`config.mk`:
```
export PLATFORM = sky130hd
export DESIGN_NAME = utf16_to_utf8_transcoder_core
export DESIGN_NICKNAME = d
export VERILOG_FILES = /design/src/rtl/core/utt_pkg.sv /design/src/rtl/core/utf16_to_utf8_transcoder_core.sv /design/src/rtl/core/utt_front.sv /design/src/rtl/core/utt_queue.sv /design/src/rtl/core/utt_back.sv
export SDC_FILE = /design/constraint.sdc
export NUM_CORES = 1
export LEC_CHECK = 0
export BUFFER_PORTS_ARGS = -buffer_cell sky130_fd_sc_hd__buf_2
export CAP_MARGIN = 20
export CORE_MARGIN = 2
export CORE_UTILIZATION = 60
export CTS_CLUSTER_DIAMETER = 200
export DETAILED_ROUTE_END_ITERATION = 8
export HOLD_SLACK_MARGIN = 0.15
export PLACE_DENSITY = 0.9
export RECOVER_POWER = 50
export SETUP_SLACK_MARGIN = 0.05
export SYNTH_ARGS = -nofsm -noshare
export SYNTH_HDL_FRONTEND = slang
export SYNTH_SLANG_ARGS = --single-unit
```
`constraint.sdc`:
```
create_clock -name clk -period 11.15 [get_ports clk]
set_input_delay 1.6725 -clock clk [delete_from_list [all_inputs] [get_ports clk]]
set_output_delay 1.6725 -clock clk [all_outputs]
set_load 0.02 [all_outputs]
```
`src/rtl/core/utt_pkg.sv`:
```
// Shared types, constants and UTF-8 encoding helpers for the UTF-16 to UTF-8 transcoder.
// Used by the front end, the job queue, the back end and the top level. No dependencies.
package utt_pkg;

    localparam int unsigned CpWidth         = 21;
    localparam int unsigned UnitWidth       = 16;
    localparam int unsigned QueueDepthDflt  = 2;
    localparam int unsigned ApbAddrWidth    = 3;
    localparam int unsigned ApbDataWidth    = 32;

    localparam logic [UnitWidth-1:0] HighFirst = 16'hD800;
    localparam logic [UnitWidth-1:0] HighLast  = 16'hDBFF;
    localparam logic [UnitWidth-1:0] LowFirst  = 16'hDC00;
    localparam logic [UnitWidth-1:0] LowLast   = 16'hDFFF;

    localparam logic [CpWidth-1:0] SuppBase   = 21'h10000;
    localparam logic [CpWidth-1:0] TwoByteMin = 21'h00080;
    localparam logic [CpWidth-1:0] ThreeByteMin = 21'h00800;

    localparam logic [7:0] Lead2    = 8'hC0;
    localparam logic [7:0] Lead3    = 8'hE0;
    localparam logic [7:0] Lead4    = 8'hF0;
    localparam logic [7:0] ContMark = 8'h80;

    // Register index of the byte order control.
    localparam logic RegBigEndian = 1'b0;

    // One job: up to two code points caused by one input item, plus the end flag.
    typedef struct packed {
        logic               has0;
        logic [CpWidth-1:0] cp0;
        logic               has1;
        logic [CpWidth-1:0] cp1;
        logic               last;
    } utt_job_t;

    // Number of UTF-8 bytes minus one for a code point.
    function automatic logic [1:0] utf8_lenm1(input logic [CpWidth-1:0] cp);
        logic [1:0] lenm1;
        if (cp < TwoByteMin)
            lenm1 = 2'd0;
        else if (cp < ThreeByteMin)
            lenm1 = 2'd1;
        else if (cp < SuppBase)
            lenm1 = 2'd2;
        else
            lenm1 = 2'd3;
        return lenm1;
    endfunction

    // Byte number idx of the UTF-8 sequence for cp.
    function automatic logic [7:0] utf8_byte(input logic [CpWidth-1:0] cp,
                                             input logic [1:0] lenm1,
                                             input logic [1:0] idx);
        logic [7:0] res;
        logic [1:0] grp;
        grp = lenm1 - idx;
        if (idx == 2'd0) begin
            case (lenm1)
                2'd0:    res = {1'b0, cp[6:0]};
                2'd1:    res = Lead2 | {3'b000, cp[10:6]};
                2'd2:    res = Lead3 | {4'b0000, cp[15:12]};
                default: res = Lead4 | {5'b00000, cp[20:18]};
            endcase
        end else begin
            case (grp)
                2'd0:    res = ContMark | {2'b00, cp[5:0]};
                2'd1:    res = ContMark | {2'b00, cp[11:6]};
                default: res = ContMark | {2'b00, cp[17:12]};
            endcase
        end
        return res;
    endfunction

endpackage

```
`src/rtl/core/utf16_to_utf8_transcoder_core.sv`:
```
// UTF-16 to UTF-8 transcoder core. A byte that completes a code unit is queued as a job, and
// the back end later loads its first UTF-8 byte into the output register. Throughput: one
// input item per cycle while the job queue has room; the back end sends one UTF-8 byte per
// cycle while the consumer takes them, so that serialiser sets the sustained pace (one to six
// output bytes per job). Reset (rst_n, asynchronous, active low) clears all pairing and surrogate
// state, empties the queue and the output register, and sets the byte order to little endian.
module utf16_to_utf8_transcoder_core
    import utt_pkg::*;
#(
    parameter int unsigned QUEUE_DEPTH = QueueDepthDflt
)
(
    input  logic                    clk,
    input  logic                    rst_n,

    input  logic                    in_valid,
    output logic                    in_ready,
    input  logic [7:0]              in_byte,
    input  logic                    in_last,

    output logic                    out_valid,
    input  logic                    out_ready,
    output logic [7:0]              out_byte,
    output logic                    byte_valid,
    output logic                    out_last,

    input  logic                    psel,
    input  logic                    penable,
    input  logic                    pwrite,
    input  logic [ApbAddrWidth-1:0] paddr,
    input  logic [ApbDataWidth-1:0] pwdata,
    output logic [ApbDataWidth-1:0] prdata,
    output logic                    pready
);

    // The configuration register. The register index is the address divided by four; only the byte
    // order register exists, and writes to other indices are ignored. The front end reads it
    // directly, so software must change it only while the block is idle; the block does not enforce it.
    logic big_endian_reg;
    logic reg_write;

    assign pready    = 1'b1;
    assign reg_write = psel && penable && pwrite && pready && (paddr[2] == RegBigEndian);

    always_ff @(posedge clk or negedge rst_n)
    begin
        if (!rst_n)
            big_endian_reg <= 1'b0;
        else if (reg_write)
            big_endian_reg <= pwdata[0];
    end

    always_comb
    begin
        prdata = '0;
        if (paddr[2] == RegBigEndian)
            prdata[0] = big_endian_reg;
    end

    // The front end takes one item per cycle while the queue has room, pairs bytes into code
    // units and resolves surrogates. Each item that yields text, or that ends the stream, becomes
    // one job holding up to two code points.
    logic     queue_full;
    logic     push;
    utt_job_t push_job;
    logic     pop;
    logic     head_valid;
    utt_job_t head_job;

    utt_front u_front (
        .clk        (clk),
        .rst_n      (rst_n),
        .big_endian (big_endian_reg),
        .in_valid   (in_valid),
        .in_ready   (in_ready),
        .in_byte    (in_byte),
        .in_last    (in_last),
        .queue_full (queue_full),
        .push       (push),
        .push_job   (push_job)
    );

    // The queue lets the front end keep accepting items while the back end is still
    // serialising earlier jobs or is stalled by the consumer.
    utt_queue #(
        .DEPTH (QUEUE_DEPTH)
    ) u_queue (
        .clk        (clk),
        .rst_n      (rst_n),
        .push       (push),
        .push_job   (push_job),
        .full       (queue_full),
        .pop        (pop),
        .head_valid (head_valid),
        .head_job   (head_job)
    );

    // The back end encodes the head job into UTF-8 one byte per cycle while the consumer is ready,
    // marks the final byte of an end-of-stream item and emits a bare end marker for one with no text.
    utt_back u_back (
        .clk        (clk),
        .rst_n      (rst_n),
        .head_valid (head_valid),
        .head_job   (head_job),
        .pop        (pop),
        .out_valid  (out_valid),
        .out_ready  (out_ready),
        .out_byte   (out_byte),
        .byte_valid (byte_valid),
        .out_last   (out_last)
    );

endmodule

```
`src/rtl/core/utt_front.sv`:
```
// Front end of the transcoder: pairs bytes into UTF-16 units and resolves surrogates.
// Produces one job per item that yields output. Depends on utt_pkg.
module utt_front
    import utt_pkg::*;
(
    input  logic           clk,
    input  logic           rst_n,
    input  logic           big_endian,
    input  logic           in_valid,
    output logic           in_ready,
    input  logic [7:0]     in_byte,
    input  logic           in_last,
    input  logic           queue_full,
    output logic           push,
    output utt_job_t       push_job
);

    logic [7:0]           pending_byte_reg, pending_byte_next;
    logic                 have_pending_reg, have_pending_next;
    logic [UnitWidth-1:0] held_reg, held_next;
    logic                 have_held_reg, have_held_next;

    logic [UnitWidth-1:0] unit;
    logic                 is_high;
    logic                 is_low;
    logic                 accept;

    assign in_ready = !queue_full;
    assign accept   = in_valid && in_ready;
    assign unit     = big_endian ? {pending_byte_reg, in_byte} : {in_byte, pending_byte_reg};
    assign is_high  = (unit >= HighFirst) && (unit <= HighLast);
    assign is_low   = (unit >= LowFirst) && (unit <= LowLast);

    always_comb
    begin
        logic               held_w;
        logic [UnitWidth-1:0] held_v;
        utt_job_t           job;

        held_w = have_held_reg;
        held_v = held_reg;
        job    = '0;
        job.last = in_last;

        pending_byte_next = pending_byte_reg;
        have_pending_next = have_pending_reg;

        if (!have_pending_reg) begin
            pending_byte_next = in_byte;
            have_pending_next = 1'b1;
        end else begin
            have_pending_next = 1'b0;
            if (held_w && is_low) begin
                job.has0 = 1'b1;
                job.cp0  = SuppBase + {1'b0, held_v[9:0], unit[9:0]};
                held_w   = 1'b0;
            end else begin
                if (held_w) begin
                    job.has0 = 1'b1;
                    job.cp0  = {{(CpWidth-UnitWidth){1'b0}}, held_v};
                    held_w   = 1'b0;
                end
                if (is_high) begin
                    held_w = 1'b1;
                    held_v = unit;
                end else if (job.has0) begin
                    job.has1 = 1'b1;
                    job.cp1  = {{(CpWidth-UnitWidth){1'b0}}, unit};
                end else begin
                    job.has0 = 1'b1;
                    job.cp0  = {{(CpWidth-UnitWidth){1'b0}}, unit};
                end
            end
        end

        if (in_last) begin
            // End of stream flushes a held surrogate and drops an odd byte.
            if (held_w) begin
                if (job.has0) begin
                    job.has1 = 1'b1;
                    job.cp1  = {{(CpWidth-UnitWidth){1'b0}}, held_v};
                end else begin
                    job.has0 = 1'b1;
                    job.cp0  = {{(CpWidth-UnitWidth){1'b0}}, held_v};
                end
            end
            held_w            = 1'b0;
            have_pending_next = 1'b0;
        end

        held_next      = held_v;
        have_held_next = held_w;
        push_job       = job;
        push           = accept && (job.has0 || in_last);
    end

    always_ff @(posedge clk or negedge rst_n)
    begin
        if (!rst_n) begin
            have_pending_reg <= 1'b0;
            have_held_reg    <= 1'b0;
            pending_byte_reg <= '0;
            held_reg         <= '0;
        end else if (accept) begin
            have_pending_reg <= have_pending_next;
            have_held_reg    <= have_held_next;
            pending_byte_reg <= pending_byte_next;
            held_reg         <= held_next;
        end
    end

endmodule

```
`src/rtl/core/utt_queue.sv`:
```
// Short job queue between the front end and the back end of the transcoder.
// Holds DEPTH jobs in a register array. Depends on utt_pkg.
module utt_queue
    import utt_pkg::*;
#(
    parameter int unsigned DEPTH = QueueDepthDflt
)
(
    input  logic     clk,
    input  logic     rst_n,
    input  logic     push,
    input  utt_job_t push_job,
    output logic     full,
    input  logic     pop,
    output logic     head_valid,
    output utt_job_t head_job
);

    localparam int unsigned PtrWidth = (DEPTH > 1) ? $clog2(DEPTH) : 1;
    localparam int unsigned CntWidth = $clog2(DEPTH + 1);
    localparam logic [PtrWidth-1:0] PtrLast = PtrWidth'(DEPTH - 1);
    localparam logic [CntWidth-1:0] CntFull = CntWidth'(DEPTH);

    utt_job_t            mem_reg [DEPTH];
    logic [PtrWidth-1:0] wr_ptr_reg, wr_ptr_next;
    logic [PtrWidth-1:0] rd_ptr_reg, rd_ptr_next;
    logic [CntWidth-1:0] count_reg, count_next;

    assign full       = (count_reg == CntFull);
    assign head_valid = (count_reg != '0);
    assign head_job   = mem_reg[rd_ptr_reg];

    always_comb
    begin
        wr_ptr_next = wr_ptr_reg;
        rd_ptr_next = rd_ptr_reg;
        count_next  = count_reg;
        if (push)
            wr_ptr_next = (wr_ptr_reg == PtrLast) ? '0 : wr_ptr_reg + 1'b1;
        if (pop)
            rd_ptr_next = (rd_ptr_reg == PtrLast) ? '0 : rd_ptr_reg + 1'b1;
        if (push && !pop)
            count_next = count_reg + 1'b1;
        else if (pop && !push)
            count_next = count_reg - 1'b1;
    end

    always_ff @(posedge clk or negedge rst_n)
    begin
        if (!rst_n) begin
            wr_ptr_reg <= '0;
            rd_ptr_reg <= '0;
            count_reg  <= '0;
        end else begin
            wr_ptr_reg <= wr_ptr_next;
            rd_ptr_reg <= rd_ptr_next;
            count_reg  <= count_next;
        end
    end

    always_ff @(posedge clk)
    begin
        if (push)
            mem_reg[wr_ptr_reg] <= push_job;
    end

endmodule

```
`src/rtl/core/utt_back.sv`:
```
// Back end of the transcoder: serialises each job into UTF-8 bytes, one per cycle unless stalled.
// Drives the registered output channel. Depends on utt_pkg.
module utt_back
    import utt_pkg::*;
(
    input  logic     clk,
    input  logic     rst_n,
    input  logic     head_valid,
    input  utt_job_t head_job,
    output logic     pop,
    output logic     out_valid,
    input  logic     out_ready,
    output logic [7:0] out_byte,
    output logic     byte_valid,
    output logic     out_last
);

    logic       out_valid_reg, out_valid_next;
    logic [7:0] out_byte_reg, out_byte_next;
    logic       byte_valid_reg, byte_valid_next;
    logic       out_last_reg, out_last_next;
    logic       sel_reg, sel_next;
    logic [1:0] idx_reg, idx_next;

    logic [CpWidth-1:0] cur_cp;
    logic [1:0]         lenm1;
    logic               cp_done;
    logic               last_cp;
    logic               advance;

    assign cur_cp  = sel_reg ? head_job.cp1 : head_job.cp0;
    assign lenm1   = utf8_lenm1(cur_cp);
    assign cp_done = (idx_reg == lenm1);
    assign last_cp = sel_reg || !head_job.has1;
    assign advance = head_valid && (!out_valid_reg || out_ready);

    always_comb
    begin
        out_valid_next  = out_valid_reg;
        out_byte_next   = out_byte_reg;
        byte_valid_next = byte_valid_reg;
        out_last_next   = out_last_reg;
        sel_next        = sel_reg;
        idx_next        = idx_reg;
        pop             = 1'b0;

        if (advance) begin
            out_valid_next = 1'b1;
            if (!head_job.has0) begin
                // Bare end marker for a final item that produced no text.
                out_byte_next   = '0;
                byte_valid_next = 1'b0;
                out_last_next   = 1'b1;
                pop             = 1'b1;
            end else begin
                out_byte_next   = utf8_byte(cur_cp, lenm1, idx_reg);
                byte_valid_next = 1'b1;
                out_last_next   = head_job.last && last_cp && cp_done;
                if (cp_done) begin
                    idx_next = '0;
                    if (last_cp) begin
                        sel_next = 1'b0;
                        pop      = 1'b1;
                    end else begin
                        sel_next = 1'b1;
                    end
                end else begin
                    idx_next = idx_reg + 1'b1;
                end
            end
        end else if (out_ready) begin
            out_valid_next = 1'b0;
        end
    end

    always_ff @(posedge clk or negedge rst_n)
    begin
        if (!rst_n) begin
            out_valid_reg <= 1'b0;
            sel_reg       <= 1'b0;
            idx_reg       <= '0;
        end else begin
            out_valid_reg <= out_valid_next;
            sel_reg       <= sel_next;
            idx_reg       <= idx_next;
        end
    end

    always_ff @(posedge clk)
    begin
        out_byte_reg   <= out_byte_next;
        byte_valid_reg <= byte_valid_next;
        out_last_reg   <= out_last_next;
    end

    assign out_valid  = out_valid_reg;
    assign out_byte   = out_byte_reg;
    assign byte_valid = byte_valid_reg;
    assign out_last   = out_last_reg;

endmodule

```
Word level (Yosys, flattened, before mapping)
Memories as Yosys holds them, arrays and structs flattened.
Index checks and enable logic that the tools add are counted.
Widths: inputs -> output; s select.
{ "totals": {"ram_bits": 90, "memories": 1, "out_inout_bits": 45, "ff_bits": 45, "in_bits": 51, "wordCells": 112} }
{ "memory_table": {"columns": ["memory", "words", "word_bits", "read_ports", "rd_ports_with_merged_regs", "write_ports", "line_no", "source"], "rows": [
  ["u_queue.mem_reg", 2, 45, 1, 0, 1, "utt_queue.sv:24", "utt_job_t mem_reg [DEPTH];"]
]} }
{ "classes": {"n_addsub": 7, "n_bitwise": 2, "n_lt_le_gt_ge": 7, "reduce_logical": 30, "muxes": 46, "eq_ne": 5} }
{ "ops": {"columns": ["cell", "n"], "rows": [
  ["$mux 44", 4],
  ["$mux 22", 7],
  ["$mux 16", 4],
  ["$mux 21", 3],
  ["$ge 16x16->1 const B", 2],
  ["$le 16x16->1 const B", 2],
  ["$pmux 8 s3", 1],
  ["$add 17x20->21 const A", 1],
  ["$lt 21x12->1 const B", 1],
  ["$lt 21x17->1 const B", 1],
  ["$lt 21x8->1 const B", 1],
  ["$mux 1", 20],
  ["$logic_and 1x1->1", 13],
  ["$pmux 6 s2", 1],
  ["$mux 2", 5],
  ["$mux 8", 1],
  ["$logic_not 2->1", 3],
  ["$reduce_bool 2->1", 3],
  ["$logic_not 1->1", 5],
  ["$add 2x1->2 const B", 2],
  ["$eq 2x1->1 const B", 2],
  ["$eq 2x2->1 const B", 2],
  ["$reduce_and 2->1", 2],
  ["$logic_or 1x1->1", 3],
  ["6 further kinds", 8]
]} }

Logic depth before layout (Yosys ltp)
Gate-level depths: netlist of run 1.
{ "logic_depth": {"word_depth": 19, "ltp_mapped": 15, "ltp_nobuf": 13} }

Modules after synthesis
Synthesis of run 1 repeated with hierarchy kept, for this count alone.
{ "unflattened": {"cells_unflattened": 553, "hier_area_um2": 7260.7} }
{ "by_module_without_submodules": {"columns": ["mod", "area_each_um2", "n_inst", "cells_per_inst", "seq_area_each_um2"], "rows": [
  ["utt_queue", 3636.0, 1, 156, 2802.7],
  ["utt_front", 1894.3, 1, 206, 650.6],
  ["utt_back", 1428.9, 1, 153, 400.4],
  ["utf16_to_utf8_transcoder_core", 301.5, 1, 38, 25.0]
]} }

Least setup slack after synthesis of run 1
OpenSTA, ideal clock, no wires.
{ "synth_timing": {"kind": "in2reg", "startpoint": "input port in_byte[7]", "endpoint": "memory u_queue.mem_reg[0][0] (netlist bit), enable pin", "n_path_buf": 0, "t_arrival_ps": 4108, "setup_ps": 438, "required_ps": 10712, "setup_slack_ps": 6604, "path_stages": 6, "cell_sequence": "nand2b_1 or2_2 a21o_1 o31a_1 o21ai_0 nor2_1"} }
{ "synth_between": {"elab_chain_cells": 12, "word_cells_on_any_way": 20, "cone_classes": "order compare (4); mux (11); reduce/logical (5)"} }
{ "synth_rtl": {"columns": ["item", "line_no", "source"], "rows": [
  ["start: declaration", "utf16_to_utf8_transcoder_core.sv:18", "input logic [7:0] in_byte,"],
  ["$mux 16 (*)", "utt_front.sv:30", "assign unit = big_endian ? {pending_byte_reg, in_byte} : {in_byte, pending_byte_reg};"],
  ["$ge 16x16->1, or another cell as far along", "utt_front.sv:31", "assign is_high = (unit >= HighFirst) && (unit <= HighLast);"],
  ["$logic_and 1x1->1 (on tied branches)", "utt_front.sv:31, utt_front.sv:32", null],
  ["$mux 44, or another cell as far along", "utt_front.sv:63", "if (is_high) begin"],
  ["$mux 22 / $mux 1 (equally long branches)", "utt_front.sv:53", "if (held_w && is_low) begin"],
  ["$mux 44 / $mux 1 (equally long branches)", "utt_front.sv:48", "if (!have_pending_reg) begin"],
  ["$mux 44", "utt_front.sv:78", "if (held_w) begin"],
  ["$mux 44 (*)", "utt_front.sv:76", "if (in_last) begin"],
  ["$logic_or 1x1->1 (*)", "utt_front.sv:94", "push = accept && (job.has0 || in_last);"],
  ["$logic_and 1x1->1 (*)", "utt_front.sv:94", null],
  ["$mux 1 (*)", "utt_queue.sv:63", "if (push)"],
  ["$mux 1 (implied by the code) (*)", "utt_queue.sv:64", "mem_reg[wr_ptr_reg] <= push_job;"],
  ["end: declaration", "utt_queue.sv:24", null]
]} }
Every way passes the cells marked *; elsewhere a longest branch is shown, timed or not.

Final worst setup path of run 1
{ "layout_timing": {"startpoint": "register u_queue.rd_ptr_reg", "endpoint": "register u_back.out_byte_reg[3], in the netlist u_back.out_byte[3], data pin"} }
{ "layout_between": {"elab_chain_cells": 10, "word_cells_on_any_way": 17, "cone_classes": "add/sub (1); order compare (3); eq/ne (3); mux (7); reduce/logical (2); memory (1)"} }
{ "layout_rtl": {"columns": ["item", "line_no", "source"], "rows": [
  ["start: declaration", "utt_queue.sv:26", "logic [PtrWidth-1:0] rd_ptr_reg, rd_ptr_next;"],
  ["start signal: assignment", "utt_queue.sv:56", "rd_ptr_reg <= rd_ptr_next;"],
  ["$mem_v2 2x45 (*)", null, null],
  ["$mux 21", "utt_back.sv:31", "assign cur_cp = sel_reg ? head_job.cp1 : head_job.cp0;"],
  ["$lt 21x17->1", "utt_pkg.sv:44", "else if (cp < SuppBase)"],
  ["$mux 1", "utt_pkg.sv:44", null],
  ["$mux 2", "utt_pkg.sv:42", "else if (cp < ThreeByteMin)"],
  ["$mux 2", "utt_pkg.sv:40", "if (cp < TwoByteMin)"],
  ["$sub 2x2->2", "utt_pkg.sv:57", "grp = lenm1 - idx;"],
  ["$eq 2x1->1 / $logic_not 2->1 (equally long branches)", "utt_pkg.sv:66", "case (grp)"],
  ["$pmux 6 s2", "utt_pkg.sv:66", null],
  ["$mux 8", "utt_pkg.sv:58", "if (idx == 2'd0) begin"],
  ["end signal: assignment", "utt_back.sv:91", "out_byte_reg <= out_byte_next;"],
  ["end: declaration", "utt_back.sv:19", "logic [7:0] out_byte_reg, out_byte_next;"]
]} }
Marked as above.
A chain may end at the register's enable or synchronous reset.

==> impl_metrics.tcl, run 1 <==
set metrics [dict create \
    synthMuxAreaShare_pct 13.4 \
    synth_top_flop_cell "edfxtp_1" \
    slowest_stage "clkbuf_1" \
    rsz0062_at_grt "false" \
    use_met2_pct 39.2 \
    ys_seq_area_share_pct 55.6 \
    clockBufferDepth 2 \
    whs_ns 0.496 \
    final_max_slew_viol_count 66 \
    use_met3_pct 6.30 \
    setup_tns_ns 0 \
    grtUsageMet1_pct 30.1 \
    final_cells 697 \
    cts_sinks 125 \
    grt_util_all_layers_pct 23.7 \
    rows 37 \
    drc 0 \
    synth.area.top_cells "edfxtp_1 (42%), dfrtp_1 (14%), mux4_2 (4.9%)" \
    grt_pass1_wl_um 20900 \
    crit_chain "clkbuf_1 -> mux4_1 -> nor4_1 -> nand2b_1 -> nor2_1 -> nor2_1 -> ha_1 -> inv_1 -> and2_1 -> a2111oi_0 -> o211ai_1 -> o2111ai_1 -> nor2_1" \
    ios 96 \
    cts_tree "yes" \
    synthArstFlopShare_pct 28.0 \
    yosys.area_share.adder_pct 1.75 \
    diodes 0 \
    grt_pass1_vias 4119 \
    finalCritPeriodShare_pct 49.0 \
    start_util_pct 62.1 \
    antenna_found_initial 0 \
    yosys_warnings 0 \
    worstSetupStartpointType "flop" \
    crit_top_cell "nor2_1" \
    endpoint_kind "flop" \
    critPathKind "flop to flop" \
    synth_largest_area_cell "edfxtp_1" \
    finalWeightedCongestion 0.895 \
    synth_edf_count 90 \
    h-tree-depth 4 \
    final_hold_viol_count 0 \
    tightest_slew_ns 1.98 \
    die_area_mm2 0.0116 \
    worstPathMaxFanout 29 \
    setup_viol 0 \
    clk_pin_slew_ns 0.06 \
    portBuffers 30 \
    max_stage_delay_ns 1.41 \
    finalCriticalPeriod_ns 5.46 \
    synth_top_area_share_pct 42.0 \
    synth_compound_area_share_pct 11.4 \
    area_growth_pct 11.6 \
    status "finished, violations left" \
    power_density_mw_per_mm2 295 \
    yosys.area_share.xor_xnor_pct 1.22 \
    drv_cap 2 \
    dp.cells 663 \
    drive_gt1_share_pct 16.8 \
    peakVddDrop_uv 147 \
    wire_per_inst_um 18.7 \
    cts_buffers 17 \
    die_w_um 108 \
    syn_area_mm2 0.00644 \
    drt_iter0_drc 308 \
    synth-simple-area-share_pct 9.79 \
    finalWirelength_um 13000 \
    grt_max_degree 41 \
    largest_register_ffs 80 \
    vias 4314 \
    arrival_ns 5.70 \
    finClkSkew_ns 0.00900 \
    cts_setup_buffers 0 \
    routed_via_density 6.19 \
    place_hpwl_um 8710 \
    avgSynthCellArea_um2 12.4 \
    required_ns 11.38 \
    core_area_mm2 0.0104 \
    clock_latency_ns 0.52 \
    busiest_layer "met2" \
    first_pass_iters 7 \
    postCtsHoldBufs 0 \
    finalNetCount 608 \
    ant_nets 0 \
    synth.distinct_cells 62 \
    postCtsResizedCells 0 \
    synth_seq_cells 125 \
    p_leak_nw 2.81 \
    clock.fmax_ghz 0.183 \
    violations "max-capacitance violations, max-slew violations" \
    synth_top_family_by_area "multiplexers" \
    synthCells 521 \
    root_buffer "clkbuf_8" \
    hold_path.class "flop to flop" \
    overflow 0 \
    die_h_um 108 \
    max_slew_margin_pct -32.0 \
]
power breakdown:
part	leakage, nW	internal, mW	switching, mW
Clock	0.301	0.386	0.196
Combinational	1.21	0.318	0.439
Sequential	1.30	0.666	0.115
Total	2.81	1.37	0.750
worst max-delay path: cells and delay by family, from the launching register on:
family,cells,cell delay (ns)
buf+inv,2,1.64
mux,1,0.79
simple gates,6,1.19
fa+ha+maj,1,0.54
flops,1,0.32
compound gates,3,0.69
path summary, 6_finish.rpt:
| kind | depth (start not counted) | slack, ns | from | end |
|---|---|---|---|---|
| min in group asynchronous | 1 | 1.67 | rst_n | u_queue.rd_ptr_reg$_DFFE_PN0P_ |
| max in group asynchronous | 1 | 8.36 | rst_n | u_front.held_reg[3]$_DFFE_PN0P_ |
| hold / removal | 1 | 0.50 | u_front.held_reg[15]$_DFFE_PN0P_ | u_front.held_reg[15]$_DFFE_PN0P_ |
| setup / recovery | 13 | 5.69 | u_queue.rd_ptr_reg$_DFFE_PN0P_ | u_back.out_byte[3]$_SDFFCE_PN0P_ |
| setup reg to reg | 13 | 5.69 | u_queue.rd_ptr_reg$_DFFE_PN0P_ | u_back.out_byte[3]$_SDFFCE_PN0P_ |
| hold reg to reg | 1 | 0.50 | u_front.held_reg[15]$_DFFE_PN0P_ | u_front.held_reg[15]$_DFFE_PN0P_ |
cells in the mapped netlist, drive strengths merged (2+ instances only):
library cell / n
nor2: 44
or2: 6
nand2: 35
conb: 2
nor3: 8
a22oi: 4
o21ai: 17
or3: 3
clkbuf: 14
xnor2: 5
mux4: 16
nand3: 8
and2: 4
a32o: 2
nor2b: 7
mux2i: 25
ha: 9
mux2: 22
nand2b: 5
a21oi: 27
nand4: 2
inv: 23
o311a: 3
a31oi: 3
a2111oi: 2
a211o: 2
nor3b: 2
a22o: 22
a221oi: 2
a211oi: 5
xor2: 4
nor4: 3
buf: 41
edfxtp: 90
a222oi: 3
dfrtp: 35
cell type report:
class / instances / area (um2)
clock buffers: 22 / 473
clock inverters: 10 / 160
fillers: 704 / 3180
inverters: 23 / 86.3
multi-input cells: 348 / 2550
flip-flops and latches: 125 / 3580
well taps: 136 / 170
repair buffers: 33 / 174
per-layer routing:
metal	routed length, um	part of all wire [%]
met1	5420	42
met4	240	1.8
met3	944	7.3
met5	0	0
met2	6410	49
per-stage QoR:
step	total power, mW	setup slack (ns)	cell area (um2)	util, %
2_1_floorplan	1.34	6.60	6550	-
3_3_place_gp	1.49	6.80	6550	63.2
6_report	2.12	5.69	7190	69.3
3_5_place_dp	1.52	6.76	6550	63.2
4_1_cts	2.11	6.94	7180	69.3
5_1_grt	2.23	5.06	7190	69.3
logic make-up (layout without fill, tap and decap cells):
group | Yosys count | after routing
XOR/XNOR | 9 | 9
multiplexers | 63 | 63
other | 2 | 32
AND/OR/NAND/NOR | 132 | 132
flip-flops | 125 | 125
adder cells (fa/ha/maj) | 9 | 9
buffers and inverters | 78 | 88
AO/OA/AOI/OAI | 103 | 103
cells in the final DEF, fill, tap and decap left out, types with 16 or more instances in the layout:
cell	count
a22o_1	22
clkbuf_16	16
edfxtp_1	90
nand2_1	35
conb_1	32
o21ai_0	17
nor2_1	42
a21oi_1	26
inv_1	23
mux2i_1	25
clkbuf_1	18
mux2_2	21
dfrtp_1	35
Power figures use the tool's default switching activity.
==> run 2: changes to the inputs <==
- CORE_UTILIZATION: 60 -> 52
- PLACE_DENSITY: 0.9 -> 0.84
- clock period: 11.15 -> 4.53 ns (I/O delays scaled with it)
==> run 2 against run 1 <==
  * The flow still finishes with violations (max-capacitance violations, max-slew violations)
  * Maximum frequency increased by 37%
  * Sequential share of layout area increased by 0.58 points
  * Largest cell class unchanged
  * Final area is 1.1% lower
  * Global-route usage is 2.0 points lower
  * Largest power group unchanged
  * Register-to-register slack lost 5.2 ns
==> impl_metrics.tcl, run 2 (synthesized netlist as in run 1, its figures left out) <==
set metrics [dict create \
    overflow 0 \
    use_met3_pct 5.01 \
    tightest_slew_ns 1.95 \
    finalCritPeriodShare_pct 88.3 \
    finalCriticalPeriod_ns 4.00 \
    h-tree-depth 4 \
    grt_pass1_wl_um 21400 \
    die_area_mm2 0.0133 \
    setup_ws_ns 0.531 \
    diodes 0 \
    grt_max_degree 36 \
    die_w_um 115 \
    violations "max-capacitance violations, max-slew violations" \
    hold_path.class "flop to flop" \
    drc 0 \
    endpoint_kind "flop" \
    crit_family "simple AND/OR/NAND/NOR gates" \
    max_slew_margin_pct -30.2 \
    finalNetCount 611 \
    peakVddDrop_uv 367 \
    ant_nets 0 \
    setup_tns_ns 0 \
    p_leak_nw 2.76 \
    grt_util_all_layers_pct 21.6 \
    rows 40 \
    area_growth_pct 10.4 \
    routed_via_density 5.80 \
    ios 96 \
    final_hold_viol_count 0 \
    critPathBufInv 3 \
    vias 4249 \
    dp_slack_ns 0.357 \
    final_max_slew_viol_count 36 \
    rsz0062_at_grt "false" \
    max_stage_delay_ns 0.50 \
    cts_sinks 125 \
    cts_tree "yes" \
    portBuffers 30 \
    wire_per_inst_um 17.9 \
    busiest_layer "met2" \
    critPathKind "flop to flop" \
    finClkSkew_ns 0.0121 \
    finalWeightedCongestion 0.888 \
    die_h_um 115 \
    root_buffer "clkbuf_16" \
    setup_viol 0 \
    use_met2_pct 35.8 \
    drt_iter0_drc 384 \
    cts_setup_buffers 0 \
    clock_latency_ns 0.42 \
    worstPathMaxFanout 15 \
    finalWirelength_um 13100 \
    antenna_found_initial 0 \
    status "finished, violations left" \
    whs_ns 0.487 \
    worstSetupStartpointType "flop" \
    slowest_stage "dfrtp_2" \
    core_area_mm2 0.0121 \
    place_hpwl_um 9270 \
    drv_cap 1 \
    arrival_ns 4.12 \
    grtUsageMet1_pct 28.3 \
    most-common-layout-cells "edfxtp_1 (90), nor2_1 (42), nand2_1 (35)" \
    clockBufferDepth 2 \
    first_pass_iters 5 \
    postCtsHoldBufs 0 \
    layout_commonest_cell "edfxtp_1" \
    largest_register_ffs 80 \
    clock.fmax_ghz 0.250 \
    clk_pin_slew_ns 0.05 \
    crit_chain "buf_4 -> buf_4 -> nor4b_1 -> o22ai_1 -> and2_0 -> nor2_1 -> ha_2 -> inv_1 -> and2_1 -> a2111oi_0 -> o211ai_1 -> o2111ai_1 -> nor2_1" \
    drive_gt1_share_pct 17.0 \
    cts_buffers 17 \
    power_density_mw_per_mm2 695 \
    grt_pass1_vias 4053 \
    start_util_pct 53.4 \
    power_mw 4.94 \
    required_ns 4.66 \
]
[run 2: area by class of cell]
cell class / count / area [um2]
Inverter: 23 / 86.3
Sequential cell: 125 / 3580
Tap cell: 168 / 210
Multi-Input combinational cell: 348 / 2560
Clock buffer: 23 / 448
Fill cell: 980 / 4950
Timing Repair Buffer: 36 / 173
Clock inverter: 9 / 51.3
[run 2: final timing paths]
| check | cells past startpoint | slack [ns] | startpoint | to |
|---|---|---|---|---|
| min in group asynchronous | 1 | 0.80 | rst_n | u_back.idx_reg[1]$_DFFE_PN0P_ |
| min | 1 | 0.49 | u_front.held_reg[14]$_DFFE_PN0P_ | u_front.held_reg[14]$_DFFE_PN0P_ |
| max in group asynchronous | 1 | 2.46 | rst_n | u_queue.rd_ptr_reg$_DFFE_PN0P_ |
| max reg2reg | 13 | 0.53 | u_queue.rd_ptr_reg$_DFFE_PN0P_ | u_back.out_byte[3]$_SDFFCE_PN0P_ |
| max | 13 | 0.53 | u_queue.rd_ptr_reg$_DFFE_PN0P_ | u_back.out_byte[3]$_SDFFCE_PN0P_ |
| min reg2reg | 1 | 0.49 | u_front.held_reg[14]$_DFFE_PN0P_ | u_front.held_reg[14]$_DFFE_PN0P_ |
[run 2: metrics by stage]
stage | cell area [um2] | util, % | cells
6_report | 7110 | 58.9 | 732
5_1_grt | 7110 | 58.9 | 732
4_1_cts | 7130 | 59.1 | 732
3_5_place_dp | 6630 | 55.0 | 700
3_3_place_gp | 6630 | 55.0 | 700
2_1_floorplan | 6550 | - | 551
[run 2: repair_timing]
item | in CTS | in global routing
setup endpoints to repair | 0 | 1
endpoints found under the hold margin | 0 | 0
gates resized for setup | 0 | 2
[run 2: metal layers]
layer | wire (um) | vias up
met4 | 205 | 0
met1 | 5490 | 2113
met3 | 709 | 19
met5 | 0 | -
met2 | 6710 | 173
li1 | - | 1944
[run 2: power breakdown]
part           switching (mW)  total (mW)  internal (mW)
registers               0.271        1.92           1.64
clock network           0.457        1.15          0.689
logic                    1.09        1.88          0.783
total                    1.82        4.94           3.12
[run 2: worst register-to-register path: stages (launching register included)]
cell and delay, ns:
dfrtp_2 0.50, buf_4 0.27, buf_4 0.27, nor4b_1 0.34
o22ai_1 0.16, and2_0 0.29, nor2_1 0.38, ha_2 0.38
inv_1 0.19, and2_1 0.19, a2111oi_0 0.41, o211ai_1 0.15
o2111ai_1 0.12, nor2_1 0.06
==> run 3: changes to the inputs <==
- CORE_UTILIZATION: 52 -> 54
- CTS_BUF_LIST: not set -> sky130_fd_sc_hd__clkbuf_8
- PLACE_DENSITY: 0.84 -> 0.86
==> run 3 against run 2 <==
  * The run ends with design-rule violations, max-capacitance violations, max-slew violations left
  * First-iteration DRC count decreased by 8.3%
  * Cell count decreased by 2.9%
  * Count of clock-buffer cells in the layout decreased by 6
  * Critical path depth decreased by 2
  * Final area decreased by 1.1%
  * Die area decreased by 3.6%
  * Maximum frequency increased by 2.3%
  * Combinational power about the same
  * Sequential power about the same
  * Non-clock buffer count increased by 4
  * Largest power group unchanged
==> impl_metrics.tcl, run 3 (synthesized netlist as in run 1, its figures left out) <==
set metrics [dict create \
    status "finished, violations left" \
    violations "design-rule violations, max-capacitance violations, max-slew violations" \
    drt_iter0_drc 352 \
    required_ns 4.72 \
    power_density_mw_per_mm2 689 \
    drv_cap 1 \
    most-common-layout-cells "edfxtp_1 (90), nor2_1 (42), nand2_1 (35), dfrtp_1 (35), conb_1 (32)" \
    p_leak_nw 2.75 \
    clock_latency_ns 0.45 \
    arrival_ns 4.10 \
    slowest_stage "or4_1" \
    finalNetCount 615 \
    endpoint_kind "flop" \
    largest_register_ffs 80 \
    wire_per_inst_um 18.4 \
    setup_viol 0 \
    postCtsHoldBufs 0 \
    die_w_um 113 \
    place_hpwl_um 9480 \
    finalWeightedCongestion 0.921 \
    portBuffers 30 \
    setup_tns_ns 0 \
    peakVddDrop_uv 322 \
    root_buffer "clkbuf_8" \
    worstPathMaxFanout 16 \
    grt_util_all_layers_pct 21.6 \
    rsz0062_at_grt "false" \
    postCtsResizedCells 0 \
    rows 39 \
    diodes 0 \
    whs_ns 0.466 \
    hold_path.class "primary input to flop" \
    antenna_found_initial 0 \
    finalWirelength_um 13100 \
    first_pass_iters 7 \
    die_h_um 113 \
    crit_chain "buf_4 -> buf_4 -> nor4b_1 -> o22ai_1 -> and2_0 -> nor2_1 -> ha_1 -> xor2_1 -> a21oi_2 -> or4_1 -> o311a_1" \
    overflow 0 \
    ant_nets 0 \
    finClkSkew_ns 0.0115 \
    routed_via_density 5.91 \
    final_area_mm2 0.00703 \
    die_area_mm2 0.0128 \
    finalCritPeriodShare_pct 86.3 \
    clockBufferDepth 2 \
    cts_sinks 125 \
    worstSetupStartpointType "flop" \
    clk_pin_slew_ns 0.08 \
    area_growth_pct 9.19 \
    h-tree-depth 4 \
    layout_commonest_cell "edfxtp_1" \
    grt_pass1_vias 4111 \
    finalCriticalPeriod_ns 3.91 \
    cts_buffers 17 \
    grt_max_degree 41 \
    max_stage_delay_ns 0.52 \
    cts_tree "yes" \
    critPathKind "flop to flop" \
    final_hold_viol_count 0 \
    cts_setup_buffers 0 \
    drc 9 \
    dp_slack_ns 0.676 \
    drive_gt1_share_pct 18.3 \
    core_area_mm2 0.0115 \
    placed_cell_area_mm2 0.00663 \
    power_mw 4.84 \
    clock.fmax_ghz 0.256 \
    setup_ws_ns 0.622 \
    final_cells 711 \
    ios 96 \
    vias 4202 \
    tightest_slew_ns 2.04 \
    final_max_slew_viol_count 36 \
    utilization_pct 61.1 \
    start_util_pct 55.9 \
    max_slew_margin_pct -36.1 \
    grt_pass1_wl_um 21200 \
    crit_top_cell "buf_4" \
    dp.cells 679 \
]
[run 3: changes by cell type in the layout (fill, tap and decap cells not counted), moves of 2 or more]
cell / before / now
clkbuf_16: 17 / 0
clkbuf_8: 0 / 17
clkbuf_1: 22 / 16
buf_4: 5 / 9
bufinv_16: 0 / 4
clkinv_2: 4 / 1
clkinv_4: 1 / 3
clkinvlp_4: 2 / 4
[run 3: path summary, 6_finish.rpt]
kind	to	cells after the start	startpoint	slack, ns
hold reg to reg	u_front.held_reg[14]$_DFFE_PN0P_	1	u_front.held_reg[14]$_DFFE_PN0P_	0.48
max in group asynchronous	u_front.held_reg[0]$_DFFE_PN0P_	1	rst_n	2.54
setup reg to reg	u_back.out_byte[2]$_SDFFCE_PN0P_	11	u_queue.rd_ptr_reg$_DFFE_PN0P_	0.62
hold / removal	big_endian_reg$_DFFE_PN0P_	2	pwdata[0]	0.47
setup / recovery	u_back.out_byte[2]$_SDFFCE_PN0P_	11	u_queue.rd_ptr_reg$_DFFE_PN0P_	0.62
min in group asynchronous	u_back.sel_reg$_DFFE_PN0P_	1	rst_n	0.81
[run 3: power by group]
part | total (mW) | switching (mW) | internal, mW
clock network | 1.04 | 0.445 | 0.597
registers | 1.90 | 0.260 | 1.64
logic | 1.90 | 1.10 | 0.799
[run 3: metal layers]
| layer | global-route usage (%) | vias up | part of all wire, % |
|---|---|---|---|
| met2 | 35.8 | 194 | 50 |
| met3 | 5.14 | 20 | 6.3 |
| met5 | 0 | - | 0 |
| met1 | 27.7 | 2035 | 42 |
| met4 | 8.29 | 0 | 1.9 |
| li1 | - | 1953 | - |
[run 3: final cells by class]
type	count	area, um2
fillers	906	4480
inverters	23	86.3
clock buffers	17	234
well taps	143	179
repair buffers	40	203
flip-flops and latches	125	3580
clock inverters	15	198
multi-input cells	348	2550
[run 3: worst max-delay path, delay by kind of cell (launching register included)]
kind | cells | cell delay (ns)
and+or+nand+nor | 4 | 1.51
buffers and inverters | 2 | 0.57
AOI/OAI and AO/OA | 3 | 0.50
xor gates and xnor gates | 1 | 0.45
DFF | 1 | 0.34
adders and majority gates | 1 | 0.27
